--- config.mk ---
export PLATFORM = sky130hd
export DESIGN_NAME = mixer_panel_channel_controller_top
export DESIGN_NICKNAME = d
export VERILOG_FILES = /design/src/hw/rtl/mpcc_pkg.sv /design/src/hw/rtl/mpcc_regs.sv /design/src/hw/rtl/mpcc_ctrl.sv /design/src/hw/rtl/mpcc_dp.sv /design/src/hw/rtl/mixer_panel_channel_controller_top.sv
export SDC_FILE = /design/constraint.sdc
export NUM_CORES = 1
export LEC_CHECK = 0
export BUFFER_PORTS_ARGS = -buffer_cell sky130_fd_sc_hd__buf_2
export CAP_MARGIN = 15
export CORE_MARGIN = 4
export CORE_UTILIZATION = 50
export CTS_CLUSTER_DIAMETER = 100
export DETAILED_ROUTE_END_ITERATION = 6
export PLACE_DENSITY_LB_ADDON = 0.15
export SYNTH_ARGS = -nofsm -noshare
export SYNTH_HDL_FRONTEND = slang
export SYNTH_SLANG_ARGS = --single-unit
export TNS_END_PERCENT = 20
--- constraint.sdc ---
create_clock -name clk -period 5.5 [get_ports clk]
set_input_delay 1.1 -clock clk [delete_from_list [all_inputs] [get_ports clk]]
set_output_delay 1.1 -clock clk [all_outputs]
set_load 0.02 [all_outputs]
--- src/hw/rtl/mpcc_pkg.sv ---
`timescale 1ns / 1ps
// ----------------------------------------------------------------------------
// mpcc_pkg: shared types and constants of the mixer panel channel controller
// Beat layouts, register map, opcodes, report kinds and the control bundles
// that pass between the sequencer and the datapath.
// ----------------------------------------------------------------------------
package mpcc_pkg;

    // default channel count
    localparam int CHANNELS_DEF = 6;
    // channels that have a slot in the led code word
    localparam int LED_CHANNELS = 6;

    // register file
    localparam int PADDR_W = 3;
    localparam int PDATA_W = 32;
    localparam int REG_IDX_W = 1;
    localparam logic [REG_IDX_W-1:0] REG_STANDBY_DELAY = 1'd0;
    localparam logic [REG_IDX_W-1:0] REG_KNOB_DEADBAND = 1'd1;
    localparam logic [15:0] STANDBY_DELAY_RST = 16'd7000;
    localparam logic [7:0] KNOB_DEADBAND_RST = 8'd1;

    // opcodes
    localparam logic [2:0] OP_TICK = 3'd0;
    localparam logic [2:0] OP_KNOB = 3'd1;
    localparam logic [2:0] OP_BUTTON = 3'd2;
    localparam logic [2:0] OP_ACTIVE = 3'd3;
    localparam logic [2:0] OP_MUTE = 3'd4;
    localparam logic [2:0] OP_VOL_REQ = 3'd5;
    localparam logic [2:0] OP_HOST = 3'd6;

    // report kinds
    localparam logic [1:0] KIND_STATUS = 2'd0;
    localparam logic [1:0] KIND_VOLUME = 2'd1;
    localparam logic [1:0] KIND_MUTE = 2'd2;
    localparam logic [1:0] KIND_LIST = 2'd3;

    // led codes
    localparam logic [1:0] LED_OFF = 2'd0;
    localparam logic [1:0] LED_BLUE = 2'd1;
    localparam logic [1:0] LED_RED = 2'd2;
    localparam logic [1:0] LED_GREEN = 2'd3;

    // volume scaling: (raw*100+127)/255
    localparam logic [7:0] VOL_SCALE = 8'd100;
    localparam logic [6:0] VOL_ROUND = 7'd127;

    typedef struct packed {
        logic [2:0] opcode;
        logic [2:0] chan;
        logic [9:0] sample;
        logic       level;
        logic [5:0] mask;
        logic [7:0] elapsed_ms;
    } in_t;

    typedef struct packed {
        logic [1:0]  kind;
        logic [2:0]  chan_out;
        logic [6:0]  value;
        logic        last;
        logic        standby;
        logic [7:0]  hue;
        logic [11:0] led_codes;
    } out_t;

    typedef struct packed {
        logic [15:0] standby_delay_ms;
        logic [7:0]  knob_deadband;
    } cfg_t;

    // sequencer to datapath
    typedef struct packed {
        logic load_in;
        logic exec;
        logic knob_vol;
        logic restart;
        logic emit;
        logic list_emit;
    } cmd_t;

    // datapath to sequencer
    typedef struct packed {
        logic [2:0] opcode;
        logic       chan_ok;
        logic       knob_move;
        logic       press;
        logic       release_evt;
        logic       active_hit;
        logic       vol_change;
        logic       host_seen;
        logic       list_last;
        logic       out_free;
    } sts_t;

endpackage

--- src/hw/rtl/mpcc_regs.sv ---
`timescale 1ns / 1ps
// ----------------------------------------------------------------------------
// mpcc_regs: configuration register file
// APB-style slave holding the standby delay and the knob deadband.
// ----------------------------------------------------------------------------
module mpcc_regs (
    input  logic                         clk,
    input  logic                         rst_n,
    input  logic                         psel,
    input  logic                         penable,
    input  logic                         pwrite,
    input  logic [mpcc_pkg::PADDR_W-1:0] paddr,
    input  logic [mpcc_pkg::PDATA_W-1:0] pwdata,
    output logic [mpcc_pkg::PDATA_W-1:0] prdata,
    output logic                         pready,
    output mpcc_pkg::cfg_t               cfg
);

    mpcc_pkg::cfg_t cfg_reg;
    mpcc_pkg::cfg_t cfg_next;
    logic [mpcc_pkg::REG_IDX_W-1:0] reg_idx;
    logic wr_en;

    assign pready = 1'b1;
    assign reg_idx = paddr[mpcc_pkg::PADDR_W-1:2];
    assign wr_en = psel & penable & pwrite;

    // register write
    always_comb
    begin
        cfg_next = cfg_reg;
        if (wr_en)
        begin
            case (reg_idx)
                mpcc_pkg::REG_STANDBY_DELAY: cfg_next.standby_delay_ms = pwdata[15:0];
                mpcc_pkg::REG_KNOB_DEADBAND: cfg_next.knob_deadband = pwdata[7:0];
                default: cfg_next = cfg_reg;
            endcase
        end
    end

    // read mux
    always_comb
    begin
        case (reg_idx)
            mpcc_pkg::REG_STANDBY_DELAY: prdata = 32'(cfg_reg.standby_delay_ms);
            mpcc_pkg::REG_KNOB_DEADBAND: prdata = 32'(cfg_reg.knob_deadband);
            default: prdata = '0;
        endcase
    end

    always_ff @(posedge clk or negedge rst_n)
    begin
        if (!rst_n)
        begin
            cfg_reg.standby_delay_ms <= mpcc_pkg::STANDBY_DELAY_RST;
            cfg_reg.knob_deadband <= mpcc_pkg::KNOB_DEADBAND_RST;
        end
        else
        begin
            cfg_reg <= cfg_next;
        end
    end

    assign cfg = cfg_reg;

endmodule

--- src/hw/rtl/mpcc_ctrl.sv ---
`timescale 1ns / 1ps
// ----------------------------------------------------------------------------
// mpcc_ctrl: event sequencer
// Steps each accepted beat through execute, then as needed volume scaling,
// standby restart and report, or the list walk, one entry per cycle while out_free.
// ----------------------------------------------------------------------------
module mpcc_ctrl (
    input  logic             clk,
    input  logic             rst_n,
    input  logic             item_valid,
    output logic             item_ready,
    input  mpcc_pkg::sts_t   sts,
    output mpcc_pkg::cmd_t   cmd
);

    typedef enum logic [2:0] {
        S_IDLE,
        S_EXEC,
        S_KVOL,
        S_RESTART,
        S_EMIT,
        S_LIST
    } state_t;

    state_t state_reg;
    state_t state_next;
    logic emit_after_reg;
    logic emit_after_next;

    // next state
    always_comb
    begin
        state_next = state_reg;
        emit_after_next = emit_after_reg;
        case (state_reg)
            S_IDLE:
            begin
                if (item_valid)
                begin
                    state_next = S_EXEC;
                end
            end
            S_EXEC:
            begin
                emit_after_next = 1'b0;
                case (sts.opcode)
                    mpcc_pkg::OP_TICK: state_next = S_EMIT;
                    mpcc_pkg::OP_KNOB:
                    begin
                        state_next = (sts.chan_ok && sts.knob_move) ? S_KVOL : S_IDLE;
                    end
                    mpcc_pkg::OP_BUTTON:
                    begin
                        if (sts.chan_ok && sts.press)
                        begin
                            state_next = S_RESTART;
                            emit_after_next = sts.active_hit;
                        end
                        else if (sts.chan_ok && sts.release_evt)
                        begin
                            state_next = S_RESTART;
                        end
                        else
                        begin
                            state_next = S_IDLE;
                        end
                    end
                    mpcc_pkg::OP_ACTIVE, mpcc_pkg::OP_MUTE: state_next = S_RESTART;
                    mpcc_pkg::OP_VOL_REQ: state_next = S_LIST;
                    default: state_next = S_IDLE;
                endcase
            end
            S_KVOL:
            begin
                if (sts.vol_change && sts.host_seen)
                begin
                    state_next = S_RESTART;
                    emit_after_next = 1'b1;
                end
                else
                begin
                    state_next = S_IDLE;
                end
            end
            S_RESTART:
            begin
                state_next = emit_after_reg ? S_EMIT : S_IDLE;
            end
            S_EMIT:
            begin
                if (sts.out_free)
                begin
                    state_next = S_IDLE;
                end
            end
            S_LIST:
            begin
                if (sts.out_free && sts.list_last)
                begin
                    state_next = S_IDLE;
                end
            end
            default: state_next = S_IDLE;
        endcase
    end

    always_ff @(posedge clk or negedge rst_n)
    begin
        if (!rst_n)
        begin
            state_reg <= S_IDLE;
            emit_after_reg <= 1'b0;
        end
        else
        begin
            state_reg <= state_next;
            emit_after_reg <= emit_after_next;
        end
    end

    // commands
    assign item_ready = (state_reg == S_IDLE);
    assign cmd.load_in = (state_reg == S_IDLE) && item_valid;
    assign cmd.exec = (state_reg == S_EXEC);
    assign cmd.knob_vol = (state_reg == S_KVOL);
    assign cmd.restart = (state_reg == S_RESTART);
    assign cmd.emit = (state_reg == S_EMIT) && sts.out_free;
    assign cmd.list_emit = (state_reg == S_LIST) && sts.out_free;

endmodule

--- src/hw/rtl/mpcc_dp.sv ---
`timescale 1ns / 1ps
// ----------------------------------------------------------------------------
// mpcc_dp: panel datapath
// Holds the channel state, knob history, volumes, standby countdown, hue and
// led latch, and the result register; acts on sequencer commands.
// ----------------------------------------------------------------------------
module mpcc_dp #(
    parameter int CHANNELS = mpcc_pkg::CHANNELS_DEF
) (
    input  logic           clk,
    input  logic           rst_n,
    input  mpcc_pkg::in_t  item,
    output mpcc_pkg::out_t result,
    output logic           result_valid,
    input  logic           result_ready,
    input  mpcc_pkg::cfg_t cfg,
    input  mpcc_pkg::cmd_t cmd,
    output mpcc_pkg::sts_t sts
);

    localparam int CW = (CHANNELS > 1) ? $clog2(CHANNELS) : 1;
    localparam int LC = mpcc_pkg::LED_CHANNELS;
    localparam logic [CW-1:0] LAST_IDX = CW'(CHANNELS - 1);

    mpcc_pkg::in_t  item_reg, item_next;
    mpcc_pkg::out_t result_reg, result_next;
    logic result_valid_reg, result_valid_next;
    logic [CHANNELS-1:0] pressed_reg, pressed_next;
    logic [CHANNELS-1:0] active_reg, active_next;
    logic [CHANNELS-1:0] mute_reg, mute_next;
    logic [7:0] last_raw_reg [CHANNELS];
    logic [7:0] last_raw_next [CHANNELS];
    logic [6:0] volume_reg [CHANNELS];
    logic [6:0] volume_next [CHANNELS];
    logic [15:0] standby_left_reg, standby_left_next;
    logic [7:0] hue_reg, hue_next;
    logic [11:0] led_reg, led_next;
    logic host_seen_reg, host_seen_next;
    logic [14:0] prod_reg, prod_next;
    logic [6:0] vol_reg, vol_next;
    logic [CW-1:0] cnt_reg, cnt_next;

    logic [CW-1:0] idx;
    logic [CW-1:0] rd_addr;
    logic [7:0] raw;
    logic [7:0] last_rd;
    logic [6:0] vol_rd;
    logic [7:0] diff;
    logic [15:0] quot_sum;
    logic [6:0] vol_calc;
    logic [LC-1:0] act_led, mute_led, press_led;
    logic [11:0] codes;
    logic out_free;
    logic in_standby;

    // decode of the held beat
    assign idx = CW'(item_reg.chan);
    assign rd_addr = cmd.list_emit ? cnt_reg : idx;
    assign raw = item_reg.sample[9:2];
    assign last_rd = last_raw_reg[idx];
    assign vol_rd = volume_reg[rd_addr];
    assign diff = (raw > last_rd) ? (raw - last_rd) : (last_rd - raw);
    assign in_standby = (standby_left_reg == 16'd0);
    assign out_free = !result_valid_reg || result_ready;

    // divide by 255 as (x + (x >> 8) + 1) >> 8
    assign quot_sum = 16'(prod_reg) + 16'(prod_reg[14:8]) + 16'd1;
    assign vol_calc = quot_sum[14:8];

    // led codes from the channel bits
    assign act_led = LC'(active_reg);
    assign mute_led = LC'(mute_reg);
    assign press_led = LC'(pressed_reg);
    always_comb
    begin
        codes = '0;
        for (int i = 0; i < LC; i++)
        begin
            if (!act_led[i])
                codes[2*i +: 2] = press_led[i] ? mpcc_pkg::LED_BLUE : mpcc_pkg::LED_OFF;
            else if (mute_led[i])
                codes[2*i +: 2] = mpcc_pkg::LED_RED;
            else
                codes[2*i +: 2] = mpcc_pkg::LED_GREEN;
        end
    end

    // status
    assign sts.opcode = item_reg.opcode;
    assign sts.chan_ok = (32'(item_reg.chan) < 32'(CHANNELS));
    assign sts.knob_move = (diff > cfg.knob_deadband);
    assign sts.press = item_reg.level && !pressed_reg[idx];
    assign sts.release_evt = !item_reg.level && pressed_reg[idx];
    assign sts.active_hit = active_reg[idx];
    assign sts.vol_change = (vol_calc != vol_rd);
    assign sts.host_seen = host_seen_reg;
    assign sts.list_last = (cnt_reg == LAST_IDX);
    assign sts.out_free = out_free;

    // state update
    always_comb
    begin
        item_next = item_reg;
        result_next = result_reg;
        result_valid_next = result_valid_reg && !result_ready;
        pressed_next = pressed_reg;
        active_next = active_reg;
        mute_next = mute_reg;
        last_raw_next = last_raw_reg;
        volume_next = volume_reg;
        standby_left_next = standby_left_reg;
        hue_next = hue_reg;
        led_next = led_reg;
        host_seen_next = host_seen_reg;
        prod_next = prod_reg;
        vol_next = vol_reg;
        cnt_next = cnt_reg;

        if (cmd.load_in)
        begin
            item_next = item;
        end

        // first phase of each opcode
        if (cmd.exec)
        begin
            case (item_reg.opcode)
                mpcc_pkg::OP_TICK:
                begin
                    if (16'(item_reg.elapsed_ms) >= standby_left_reg)
                        standby_left_next = '0;
                    else
                        standby_left_next = standby_left_reg - 16'(item_reg.elapsed_ms);
                end
                mpcc_pkg::OP_KNOB:
                begin
                    if (sts.chan_ok && sts.knob_move)
                    begin
                        last_raw_next[idx] = raw;
                        prod_next = 15'(raw * mpcc_pkg::VOL_SCALE) + 15'(mpcc_pkg::VOL_ROUND);
                    end
                end
                mpcc_pkg::OP_BUTTON:
                begin
                    if (sts.chan_ok && sts.press)
                    begin
                        pressed_next[idx] = 1'b1;
                        if (active_reg[idx])
                            mute_next[idx] = !mute_reg[idx];
                    end
                    else if (sts.chan_ok && sts.release_evt)
                    begin
                        pressed_next[idx] = 1'b0;
                    end
                end
                mpcc_pkg::OP_ACTIVE:
                begin
                    host_seen_next = 1'b1;
                    active_next = CHANNELS'(item_reg.mask);
                end
                mpcc_pkg::OP_MUTE:
                begin
                    host_seen_next = 1'b1;
                    mute_next = CHANNELS'(item_reg.mask);
                end
                mpcc_pkg::OP_VOL_REQ:
                begin
                    host_seen_next = 1'b1;
                    cnt_next = '0;
                end
                mpcc_pkg::OP_HOST:
                begin
                    host_seen_next = 1'b1;
                end
                default:
                begin
                    host_seen_next = host_seen_reg;
                end
            endcase
        end

        // scaled volume
        if (cmd.knob_vol)
        begin
            vol_next = vol_calc;
            if (sts.vol_change)
                volume_next[idx] = vol_calc;
        end

        // standby reload and led latch
        if (cmd.restart)
        begin
            standby_left_next = cfg.standby_delay_ms;
            led_next = codes;
        end

        // single report beat
        if (cmd.emit)
        begin
            result_valid_next = 1'b1;
            result_next.last = 1'b0;
            result_next.standby = in_standby;
            result_next.hue = hue_reg;
            result_next.led_codes = led_reg;
            case (item_reg.opcode)
                mpcc_pkg::OP_TICK:
                begin
                    result_next.kind = mpcc_pkg::KIND_STATUS;
                    result_next.chan_out = '0;
                    result_next.value = '0;
                    if (in_standby)
                        hue_next = hue_reg - 8'd1;
                end
                mpcc_pkg::OP_KNOB:
                begin
                    result_next.kind = mpcc_pkg::KIND_VOLUME;
                    result_next.chan_out = item_reg.chan;
                    result_next.value = vol_reg;
                end
                default:
                begin
                    result_next.kind = mpcc_pkg::KIND_MUTE;
                    result_next.chan_out = item_reg.chan;
                    result_next.value = 7'(mute_reg[idx]);
                end
            endcase
        end

        // volume list entry
        if (cmd.list_emit)
        begin
            result_valid_next = 1'b1;
            result_next.kind = mpcc_pkg::KIND_LIST;
            result_next.chan_out = 3'(cnt_reg);
            result_next.value = vol_rd;
            result_next.last = (cnt_reg == LAST_IDX);
            result_next.standby = in_standby;
            result_next.hue = hue_reg;
            result_next.led_codes = led_reg;
            cnt_next = cnt_reg + CW'(1);
        end
    end

    // payload registers
    always_ff @(posedge clk)
    begin
        item_reg <= item_next;
        result_reg <= result_next;
        prod_reg <= prod_next;
        vol_reg <= vol_next;
    end

    // panel state and control
    always_ff @(posedge clk or negedge rst_n)
    begin
        if (!rst_n)
        begin
            result_valid_reg <= 1'b0;
            pressed_reg <= '0;
            active_reg <= '0;
            mute_reg <= '0;
            for (int i = 0; i < CHANNELS; i++)
            begin
                last_raw_reg[i] <= '0;
                volume_reg[i] <= '0;
            end
            standby_left_reg <= '0;
            hue_reg <= '0;
            led_reg <= '0;
            host_seen_reg <= 1'b0;
            cnt_reg <= '0;
        end
        else
        begin
            result_valid_reg <= result_valid_next;
            pressed_reg <= pressed_next;
            active_reg <= active_next;
            mute_reg <= mute_next;
            last_raw_reg <= last_raw_next;
            volume_reg <= volume_next;
            standby_left_reg <= standby_left_next;
            hue_reg <= hue_next;
            led_reg <= led_next;
            host_seen_reg <= host_seen_next;
            cnt_reg <= cnt_next;
        end
    end

    assign result = result_reg;
    assign result_valid = result_valid_reg;

endmodule

--- src/hw/rtl/mixer_panel_channel_controller_top.sv ---
`timescale 1ns / 1ps
// ----------------------------------------------------------------------------
// mixer_panel_channel_controller_top: volume front panel controller
// Turns knob, button, tick and host command beats into display status,
// volume, mute and volume list reports, with standby rainbow timing.
// ----------------------------------------------------------------------------
// The panel takes one input beat at a time through a small sequencer with
// execute, volume scaling, standby reload and report phases: a tick runs
// execute and report, a reporting knob sample all four, a reporting button
// press all but volume scaling, a volume request execute, then one list entry
// per cycle while the result side is free. A mask command, a button release
// or a press on an inactive channel runs execute and standby reload, a knob
// move with no report stops after volume scaling; beats that change nothing run
// execute alone. The single result register holds each report until taken.
// Configuration registers at byte addresses 0 (standby delay, ms) and 4
// (knob deadband) must be written while idle; the block does not enforce it.
// ----------------------------------------------------------------------------
module mixer_panel_channel_controller_top #(
    parameter int CHANNELS = mpcc_pkg::CHANNELS_DEF
) (
    input  logic                         clk,
    input  logic                         rst_n,
    input  logic                         item_valid,
    output logic                         item_ready,
    input  mpcc_pkg::in_t                item,
    output logic                         result_valid,
    input  logic                         result_ready,
    output mpcc_pkg::out_t               result,
    input  logic                         psel,
    input  logic                         penable,
    input  logic                         pwrite,
    input  logic [mpcc_pkg::PADDR_W-1:0] paddr,
    input  logic [mpcc_pkg::PDATA_W-1:0] pwdata,
    output logic [mpcc_pkg::PDATA_W-1:0] prdata,
    output logic                         pready
);

    mpcc_pkg::cfg_t cfg;
    mpcc_pkg::cmd_t cmd;
    mpcc_pkg::sts_t sts;

    // configuration registers
    mpcc_regs u_regs (
        .clk     (clk),
        .rst_n   (rst_n),
        .psel    (psel),
        .penable (penable),
        .pwrite  (pwrite),
        .paddr   (paddr),
        .pwdata  (pwdata),
        .prdata  (prdata),
        .pready  (pready),
        .cfg     (cfg)
    );

    // sequencer
    mpcc_ctrl u_ctrl (
        .clk        (clk),
        .rst_n      (rst_n),
        .item_valid (item_valid),
        .item_ready (item_ready),
        .sts        (sts),
        .cmd        (cmd)
    );

    // datapath
    mpcc_dp #(
        .CHANNELS (CHANNELS)
    ) u_dp (
        .clk          (clk),
        .rst_n        (rst_n),
        .item         (item),
        .result       (result),
        .result_valid (result_valid),
        .result_ready (result_ready),
        .cfg          (cfg),
        .cmd          (cmd),
        .sts          (sts)
    );

endmodule

==> results of run 1 <==
[power by group through the flow]
stage	Combinational (µW)	Sequential (µW)	Clock [µW]
after global placement	3160	3100	0
after floorplan	2340	3060	0
after global routing	3740	3170	2260
after CTS	3260	3090	2160
final	3330	3090	2120
after detailed placement	3220	3110	0
[final cells by class]
type	count	area (µm²)
fillers	2144	10100
well taps	335	419
inverters	66	248
clock buffers	45	931
multi-input cells	757	6330
repair buffers	173	1150
flip-flops and latches	260	6910
clock inverters	11	160
[path summary, 6_finish.rpt]
check	cells past startpoint	slack, ns	endpoint	start
max	26	0.18	u_dp.last_raw_reg[45]$_DFFE_PN0P_	u_dp.idx[1]$_DFFE_PP_
min in group asynchronous	1	0.65	u_dp.last_raw_reg[6]$_DFFE_PN0P_	rst_n
max in group asynchronous	2	3.67	u_dp.volume_reg[7]$_DFFE_PN0P_	rst_n
min	0	0.45	u_dp.result[9]$_DFFE_PP_	u_dp.led_reg[9]$_DFFE_PN0P_
min reg2reg	0	0.45	u_dp.result[9]$_DFFE_PP_	u_dp.led_reg[9]$_DFFE_PN0P_
max reg2reg	26	0.18	u_dp.last_raw_reg[45]$_DFFE_PN0P_	u_dp.idx[1]$_DFFE_PP_
[metrics by stage]
| stage | util | area (µm²) | instances | hold WS [ns] | power, µW |
|---|---|---|---|---|---|
| final | 0.615 | 16200 | 1647 | 0.451 | 8550 |
| after global routing | 0.615 | 16200 | 1647 | 0.458 | 9170 |
| after CTS | 0.608 | 16000 | 1641 | 0.452 | 8510 |
| after global placement | 0.565 | 14800 | 1584 | 0.431 | 6260 |
| after detailed placement | 0.565 | 14800 | 1584 | 0.437 | 6330 |
| after floorplan | - | 13600 | 1137 | 0.422 | 5400 |
[per-layer routing]
metal,up-vias,GRT usage,share of wire,wire length [µm]
met5,-,0,0,0
met4,0,0.0475,0.022,635
met3,41,0.0299,0.046,1350
met2,194,0.314,0.46,13600
met1,4475,0.292,0.47,13900
li1,4374,-,-,-
[cell usage in the layout (no fill, tap or decap), types with 5 or more instances in the layout]
master / count
a21o_1: 14
buf_6: 6
a22oi_1: 36
nor3_1: 13
mux2_2: 124
nand4_1: 8
clkbuf_8: 6
o22a_1: 6
xnor2_1: 26
fa_1: 5
mux2_4: 35
nand2_1: 76
edfxtp_1: 81
xor2_1: 27
o311ai_0: 6
inv_1: 64
mux2i_1: 5
nor2b_1: 15
ha_1: 69
a222oi_1: 7
conb_1: 17
nand3_1: 20
nand2b_1: 9
nor2_4: 7
nor2_1: 39
o21ai_0: 44
clkbuf_1: 6
a21oi_1: 41
clkinv_2: 5
dfstp_2: 8
o21ai_1: 5
a31oi_1: 6
buf_2: 103
o21bai_1: 7
clkbuf_16: 33
dfrtp_1: 169
buf_12: 7
buf_4: 57
[cells by family (layout without fill, tap and decap cells)]
logic type,Yosys count,in the layout,share of synthesized area
AOI/OAI and AO/OA,213,213,0.110
xor gates and xnor gates,53,53,0.0344
adders and majority gates,76,76,0.0738
buffers and inverters,120,295,0.0408
DFF,260,260,0.512
muxes,164,164,0.143
other,2,17,0.000556
and+or+nand+nor,234,234,0.0856
[worst reg2reg max path, cell delays in order, from the launching register on]
cell and delay (ns):
edfxtp_1 0.45, buf_4 0.19, and2_4 0.14, buf_4 0.16, a22oi_1 0.20, and3_4 0.24, inv_1 0.05, ha_1 0.28
a21o_1 0.11, a21o_1 0.14, a21oi_2 0.06, nor2b_1 0.11, o21ai_1 0.09, a21oi_2 0.28, buf_6 0.17, mux2_2 0.35
ha_1 0.29, nor2b_1 0.13, o21a_1 0.16, o21a_1 0.16, o21ai_0 0.20, a21oi_2 0.11, o31ai_4 0.30, or3_4 0.33
nor2_4 0.07, buf_12 0.15, mux2_4 0.29
[repair_timing]
| action | in CTS | in global routing |
|---|---|---|
| pin swaps | 3 | 20 |
| hold endpoints to repair | 0 | 0 |
| setup endpoints to repair | 61 | 61 |
| buffers inserted | 1 | 9 |
| gates resized for setup | 12 | 37 |
==> results.md, run 1 <==
- Status: finished, final reports clean
- CP arrival: 5.73 ns
- Final Wtd Congestion: between 0.8 and 0.9
- Num CTS Buffers: 30
- Setup-failing EPs final: 0
- Via count: 9084
- Pre-Repair DR Iteration Count: 7
- CTS tree: built
- Tightest Pin Transition: 1.08 ns
- Main flop type after synthesis: dfrtp_1
- Final period utilization: 0.967
- Layout area overhead: 19.6%
- FMAX: 188 MHz
- CTS sink cnt: 260
- Post-synth top cells: 169 x dfrtp_1, 134 x mux2_2, 81 x edfxtp_1
- Share of cells above drive strength 1: 0.335
- Core Footprint: 26300 µm²
- Clock Pin Slew Worst Setup and Hold Paths: 0.06 ns
- Worst-case clock buffer depth: 3
- Distinct cell type count after synthesis: slightly below 70
- Post-route ant nets: 0
- DPL Wire Length: around 21000 µm
- Top-count cell post-synth: dfrtp_1
- Critical Path Sink Type: flop
- Part of the Yosys area used for sequential elements: 0.512
- Synth area leaders: dfrtp_1 31%, edfxtp_1 18%, mux2_2 11%
- Sw frac: 0.348
- Chip Width: roughly 170 µm
- Pin count of the biggest net entering global routing: 94
- Top Ports: 142
- Worst setup margin: 0.182 ns
- Post-synthesis cell area: 13500 µm²
- Post-synth EDFFs: 81
- Ys Warns: 0
- LEAKAGE: 0.00734 µW
- Initial Utilization: 0.514
- Max reg flops: 48
- Global-route wire length before repair: 47800 µm
- Synth area leader: dfrtp_1
- Worst skew pair latency: 0.54 ns
- Grt ovf: 0
- Comb pwr share: 0.390
- Hold Crit Class: flop to flop
- Setup slack at placement: -0.247 ns
- Post-synth top area share: 0.313
- Vias in the first global route: 9089
- Fin Clk Skew: 0.0137 ns
- Wire length per cell: 17.9 µm
- Worst stage delay on the critical path: 0.45 ns
- Seq cells post-synth: 260
- Full die area: 29700 µm²
- Fin nets: 1437
- Syn Area/Cell: 12.0 µm²
- Crit-path leading delay family: compound AO/OA/AOI/OAI gates
- Root Driver: clkbuf_16
- WP data required: around 5.9 ns
- # H-tree levels: 1
- DRT iter0 DRCs: 460
- Setup TNS: 0 ns
- Die height: 172 µm
- Routed vias/inst: 5.52
- RSZ-0062 raised after global routing: yes
- Slew headroom: 0.274
- # DRC: 0
- ANT cells: 0
- Buffers on Ports: 104
- Slowest stage cell, crit path: edfxtp_1
- Cell row count: 59
- Crit path buf inv count: 5
- DRT Wirelength: 29500 µm
- Initial antenna violation count: 0
- CTS hold repair buffers: 0
- Pwr per Cell Area: 529 nW/µm²
- Crit-path max FO: 8
- Min cycle time layout: 5.32 ns
- Max_cap viols: 0
- Seq pwr share: 0.362
- Max-slew violation count: 0
- Critical Path Source Type: flop
- Switching pwr: 2980 µW
- Final-report hold violation count: 0
- VDD IR max: 269 µV
- Clock power share: 0.248
- Synth async-reset ratio: 0.681
- Cell count after synthesis: 1122
- Total GRT Usage: 0.199
- Cell Int Power: about 5600 µW
- Most Frequent Cell on Critical Path: a21oi_2
- CP Class: flop to flop
Note: power is estimated with default switching activity, not from simulation.
==> run 2, diff against run 1 <==
CORE_UTILIZATION = 54   (was 50)
SLEW_MARGIN = 40   (was not set)
==> results.md, run 2 (synthesized netlist as in run 1, its figures left out) <==
- Max-slew violation count: 0 (unchanged)
- Cell row count: 57 (was 59)
- Setup-failing EPs final: 0 (unchanged)
- Max_cap viols: 0 (unchanged)
- Tightest Pin Transition: 0.759 ns (was 1.08 ns)
- Final Wtd Congestion: 0.864 (was 0.862)
- FMAX: 186 MHz (was 188 MHz)
- RSZ-0062 raised after global routing: yes (unchanged)
- Worst skew pair latency: 0.54 ns (about the same)
- Share of cells above drive strength 1: 0.340 (was 0.335)
- CP arrival: 5.80 ns (was 5.73 ns)
- Cell Count, Final, Fillers Out: 1639 (was 1647)
- Total GRT Usage: 0.207 (was 0.199)
- Top Ports: 142 (unchanged)
- R2R depth: 26 (unchanged)
- Critical Path Sink Type: flop (unchanged)
- ANT cells: 0 (unchanged)
- CTS tree: built (unchanged)
- Commonest non-fill, non-tap cell in the layout: dfrtp_1 (unchanged)
- Vias in the first global route: 9271 (was 9089)
- Worst stage delay on the critical path: 0.53 ns (was 0.45 ns)
- Core Footprint: 24500 µm² (was 26300 µm²)
- Sw frac: 0.355 (was 0.348)
- LEAKAGE: 0.00736 µW (was 0.00734 µW)
- Slowest stage cell, crit path: edfxtp_1 (unchanged)
- VDD IR max: 324 µV (was 269 µV)
- Fin Clk Skew: 0.0174 ns (was 0.0137 ns)
- Fin nets: 1442 (was 1437)
- Max reg flops: 48 (unchanged)
- Seq pwr share: 0.369 (was 0.362)
- Placed cells: 1572 (was 1584)
- Routed vias/inst: 5.60 (was 5.52)
- Clock power share: 0.229 (was 0.248)
- Layout area overhead: 20.3% (was 19.6%)
- Setup slack at placement: -0.189 ns (was -0.247 ns)
- Final-report hold violation count: 0 (unchanged)
- Min cycle time layout: 5.38 ns (was 5.32 ns)
- Buffers on Ports: 104 (unchanged)
- Final period utilization: 0.978 (was 0.967)
- Pwr per Cell Area: 518 nW/µm² (was 529 nW/µm²)
- # DRC: 0 (unchanged)
- Grt ovf: 0 (unchanged)
- Clock Pin Slew Worst Setup and Hold Paths: 0.07 ns (was 0.06 ns)
- Commonest non-fill, non-tap cells in the layout: 169 x dfrtp_1, 103 x buf_2, 90 x mux2_2 (was 169 x dfrtp_1, 124 x mux2_2, 103 x buf_2)
- # H-tree levels: 1 (unchanged)
- Wire length per cell: 17.9 µm (about the same)
- Setup TNS: 0 ns (unchanged)
- Status: finished, final reports clean (unchanged)
- Full die area: 27600 µm² (was 29700 µm²)
- Crit Reg-Reg Endpoint: u_dp.last_raw_reg[20]$_DFFE_PN0P_ (was u_dp.last_raw_reg[45]$_DFFE_PN0P_)
- Worst-case clock buffer depth: 3 (unchanged)
- Filler cells: 1841 (was 2144)
- Cell Int Power: 5430 µW (was 5570 µW)
- CTS hold repair buffers: 0 (unchanged)
- R2r setup slk: 0.12 ns (was 0.18 ns)
- CP Class: flop to flop (unchanged)
- Comb pwr share: 0.402 (was 0.390)
- Pin count of the biggest net entering global routing: 82 (was 94)
- CTS sink cnt: 260 (unchanged)
- Initial Utilization: 0.552 (was 0.514)
- DPL Wire Length: 20500 µm (was 21000 µm)
- Global-route wire length before repair: 47900 µm (was 47800 µm)
- Root Driver: clkbuf_16 (unchanged)
- Num CTS Buffers: 28 (was 30)
- Launch point of the worst reg-to-reg path: u_dp.idx[2]$_DFFE_PP_ (was u_dp.idx[1]$_DFFE_PP_)
- Critical Path Source Type: flop (unchanged)
- DRT iter0 DRCs: 678 (was 460)
- Final Power: 8410 µW (was 8550 µW)
- Via count: 9175 (was 9084)
- Post-route ant nets: 0 (unchanged)
- Hold Crit Class: input port to async pin (was flop to flop)
- Fin util: 0.664 (was 0.615)
- Pre-Repair DR Iteration Count: 5 (was 7)
- Switching pwr: 2990 µW (was 2980 µW)
- DRT Wirelength: 29400 µm (was 29500 µm)
- Slew headroom: 0.491 (was 0.274)
- Chip Width: 166 µm (was 172 µm)
- Die height: 166 µm (was 172 µm)
- Crit-path max FO: 8 (unchanged)
- Initial antenna violation count: 0 (unchanged)
- WP data required: 5.92 ns (was 5.91 ns)
- Worst setup margin: 0.121 ns (was 0.182 ns)
run 2: cell types whose count changed in the layout (fill, tap and decap cells not counted), sizes merged:
cell | previous run | this run
clkinv | 6 | 7
buf | 173 | 180
inv | 67 | 68
clkinvlp | 0 | 4
clkbuf | 45 | 36
bufinv | 4 | 3
run 2: what timing repair did:
action | in CTS | in global routing
setup buffers | 6 | 10
resized for setup | 8 | 75
pin swaps | 1 | 22
setup endpoints to repair | 61 | 61
run 2: final cells by class:
| cell class | instances | area [µm²] | area share |
|---|---|---|---|
| clock buffer | 36 | 783 | 0.0482 |
| clock inverter | 16 | 171 | 0.0106 |
| inverter | 66 | 250 | 0.0154 |
| multi-input combinational | 757 | 6500 | 0.400 |
| sequential | 260 | 6910 | 0.426 |
| tap | 324 | 405 | 0.0250 |
| timing repair buffer | 180 | 1220 | 0.0751 |
run 2: worst max-delay path: cells and delay by family, from the launching register on:
kind,cells,cell delay [ns]
AO/OA/AOI/OAI,9,1.49
XOR/XNOR,1,0.11
adder cells (fa/ha/maj),3,0.82
buffers and inverters,4,0.42
flip-flops,1,0.53
multiplexers,2,0.62
AND/OR/NAND/NOR,7,1.22
run 2: through the flow:
| step | area, µm² | hold WS [ns] |
|---|---|---|
| global placement | 14800 | 0.432 |
| finish | 16200 | 0.394 |
| detailed placement | 14800 | 0.432 |
| CTS | 15900 | 0.446 |
| global route | 16200 | 0.395 |
| floorplan | 13600 | 0.422 |
run 2: how the worst max path moves through the flow:
| stage | slack [ns] | endpoint | start |
|---|---|---|---|
| final | 0.12 | u_dp.last_raw_reg[20]$_DFFE_PN0P_ | u_dp.idx[2]$_DFFE_PP_ |
| after global routing | -0.12 | u_dp.last_raw_reg[14]$_DFFE_PN0P_ | u_dp.idx[2]$_DFFE_PP_ |
| after CTS | 0.0008 | u_dp.last_raw_reg[20]$_DFFE_PN0P_ | u_dp.idx[2]$_DFFE_PP_ |
| after detailed placement | -0.19 | u_dp.last_raw_reg[29]$_DFFE_PN0P_ | u_dp.idx[2]$_DFFE_PP_ |
| after global placement | -0.15 | u_dp.last_raw_reg[29]$_DFFE_PN0P_ | u_dp.idx[2]$_DFFE_PP_ |
| after floorplan | 0.03 | u_dp.last_raw_reg[0]$_DFFE_PN0P_ | u_dp.idx[1]$_DFFE_PP_ |
run 2: power by group through the flow:
| stage | Sequential, µW | Clock, µW | Combinational [µW] |
|---|---|---|---|
| 6_report | 3100 | 1930 | 3380 |
| 5_1_grt | 3180 | 2050 | 3780 |
| 4_1_cts | 3090 | 1970 | 3210 |
| 3_5_place_dp | 3120 | 0 | 3160 |
| 3_3_place_gp | 3100 | 0 | 3090 |
| 2_1_floorplan | 3060 | 0 | 2340 |
run 2: per-layer routing:
layer / wire (µm) / GRT usage
met5: 0 / 0
met4: 616 / 0.0524
met3: 1330 / 0.0279
met2: 14000 / 0.343
met1: 13400 / 0.291
==> run 3, diff against run 2 <==
BUFFER_PORTS_ARGS = -buffer_cell sky130_fd_sc_hd__buf_4   (was -buffer_cell sky130_fd_sc_hd__buf_2)
==> results.md, run 3 (synthesized netlist as in run 1, its figures left out) <==
- Max-slew violation count: 0 (unchanged)
- Final Wtd Congestion: 0.869 (was 0.864)
- Launch point of the worst reg-to-reg path: u_dp.idx[2]$_DFFE_PP_ (unchanged)
- Buffers on Ports: 104 (unchanged)
- Commonest non-fill, non-tap cell in the layout: dfrtp_1 (unchanged)
- Status: finished, final reports clean (unchanged)
- Die height: 166 µm (unchanged)
- Num CTS Buffers: 28 (unchanged)
- FMAX: 184 MHz (was 186 MHz)
- Seq pwr share: 0.370 (was 0.369)
- # H-tree levels: 1 (unchanged)
- WP data required: 5.92 ns (about the same)
- DRT Wirelength: 30200 µm (was 29400 µm)
- RSZ-0062 raised after global routing: yes (unchanged)
- Worst skew pair latency: 0.54 ns (about the same)
- CTS tree: built (unchanged)
- Pin count of the biggest net entering global routing: 77 (was 82)
- Setup slack at placement: -0.229 ns (was -0.189 ns)
- Comb pwr share: 0.417 (was 0.402)
- Full die area: 27600 µm² (unchanged)
- Worst Setup SP: u_dp.idx[2]$_DFFE_PP_ (unchanged)
- CTS hold repair buffers: 0 (unchanged)
- Final-report hold violation count: 0 (unchanged)
- Initial antenna violation count: 0 (unchanged)
- Pre-Repair DR Iteration Count: 5 (unchanged)
- Hold Crit Class: flop to flop (was input port to async pin)
- Max reg flops: 48 (unchanged)
- DP Area: 15100 µm² (was 14800 µm²)
- Clock Pin Slew Worst Setup and Hold Paths: 0.06 ns (was 0.07 ns)
- Min cycle time layout: 5.42 ns (was 5.38 ns)
- Fin nets: 1442 (unchanged)
- R2r setup slk: 0.08 ns (was 0.12 ns)
- Critical Path Source Type: flop (unchanged)
- CP Class: flop to flop (unchanged)
- VDD IR max: 304 µV (was 324 µV)
- ANT cells: 0 (unchanged)
- Cell row count: 57 (unchanged)
- Sw frac: 0.359 (was 0.355)
- Layout area overhead: 21.8% (was 20.3%)
- Core Footprint: 24500 µm² (unchanged)
- CP arrival: 5.84 ns (was 5.80 ns)
- Placed cells: 1578 (was 1572)
- Share of cells above drive strength 1: 0.340 (unchanged)
- Via count: 9269 (was 9175)
- Crit-path max FO: 8 (unchanged)
- Vias in the first global route: 9532 (was 9271)
- Worst stage delay on the critical path: 0.53 ns (about the same)
- Cell Count, Final, Fillers Out: 1639 (unchanged)
- Fin Clk Skew: 0.0137 ns (was 0.0174 ns)
- Clock power share: 0.213 (was 0.229)
- Worst setup margin: 0.0770 ns (was 0.121 ns)
- Routed vias/inst: 5.66 (was 5.60)
- Design area: 16400 µm² (was 16200 µm²)
- HP Start: u_dp.led_reg[6]$_DFFE_PN0P_
- Post-route ant nets: 0 (unchanged)
- Final Power: 8410 µW (about the same)
- Grt ovf: 0 (unchanged)
- Commonest non-fill, non-tap cells in the layout: 169 x dfrtp_1, 164 x buf_4, 94 x mux2_2 (was 169 x dfrtp_1, 103 x buf_2, 90 x mux2_2)
- CTS sink cnt: 260 (unchanged)
- Slowest stage cell, crit path: edfxtp_1 (unchanged)
- Fin util: 0.672 (was 0.664)
- Global-route wire length before repair: 49300 µm (was 47900 µm)
- DRT iter0 DRCs: 699 (was 678)
- Slew headroom: 0.517 (was 0.491)
- # DRC: 0 (unchanged)
- Worst-case clock buffer depth: 3 (unchanged)
- Wire length per cell: 18.4 µm (was 17.9 µm)
- Switching pwr: 3010 µW (was 2990 µW)
- Max_cap viols: 0 (unchanged)
- Filler cells: 1841 (unchanged)
- Critical Path Sink Type: flop (unchanged)
- Pwr per Cell Area: 511 nW/µm² (was 518 nW/µm²)
- Final period utilization: 0.986 (was 0.978)
- Tightest Pin Transition: 0.718 ns (was 0.759 ns)
- Total GRT Usage: 0.215 (was 0.207)
- Top Ports: 142 (unchanged)
- LEAKAGE: 0.00742 µW (was 0.00736 µW)
- Cell Int Power: 5390 µW (was 5430 µW)
- DPL Wire Length: 21200 µm (was 20500 µm)
- Initial Utilization: 0.552 (unchanged)
- Chip Width: 166 µm (unchanged)
- Root Driver: clkbuf_16 (unchanged)
- Setup-failing EPs final: 0 (unchanged)
run 3: worst max-delay path, delay by kind of cell (launching register included):
family / cells / cell delay, ns
flops: 1 / 0.53
compound gates: 10 / 1.48
fa+ha+maj: 2 / 0.61
xor+xnor: 1 / 0.16
buf+inv: 6 / 0.77
simple gates: 8 / 1.39
mux: 1 / 0.34
run 3: layer usage:
layer | vias to the layer above | global-route usage | routed length (µm)
met5 | - | 0 | 0
met2 | 249 | 0.365 | 14800
met1 | 4597 | 0.297 | 13300
li1 | 4386 | - | -
met4 | 0 | 0.0438 | 467
met3 | 37 | 0.0338 | 1660
run 3: timing repair:
action | in CTS | in global routing
endpoints found under the setup margin | 61 | 61
resized for setup | 14 | 75
pin swaps | 3 | 13
setup buffers | 4 | 6
run 3: per-stage QoR:
stage / setup TNS (ns) / hold slack, ns
2_1_floorplan: 0 / 0.422
3_3_place_gp: -8.33 / 0.434
3_5_place_dp: -10.15 / 0.437
4_1_cts: 0 / 0.451
5_1_grt: -9.55 / 0.458
6_report: 0 / 0.448
run 3: cell type report:
cell class	instances	area (µm²)	share of cell area
clock buffer	33	719	0.0437
inverter	66	248	0.0151
sequential	260	6910	0.420
multi-input combinational	757	6530	0.397
timing repair buffer	180	1480	0.0898
tap	324	405	0.0246
clock inverter	19	160	0.00974
run 3: power by group through the flow:
stage               Clock (µW)  Sequential (µW)  Combinational, µW
global route              1910             3180               3900
floorplan                    0             3060               2340
global placement             0             3100               3200
CTS                       1830             3100               3350
finish                    1790             3110               3500
detailed placement           0             3130               3280
run 3: final timing paths:
check / cells after the start / endpoint
min in group asynchronous: 1 / u_dp.last_raw_reg[0]$_DFFE_PN0P_
min: 0 / u_dp.result[6]$_DFFE_PP_
max: 28 / u_dp.last_raw_reg[7]$_DFFE_PN0P_
max in group asynchronous: 2 / u_dp.hue_reg[2]$_DFFE_PN0P_
max reg2reg: 28 / u_dp.last_raw_reg[7]$_DFFE_PN0P_
min reg2reg: 0 / u_dp.result[6]$_DFFE_PP_
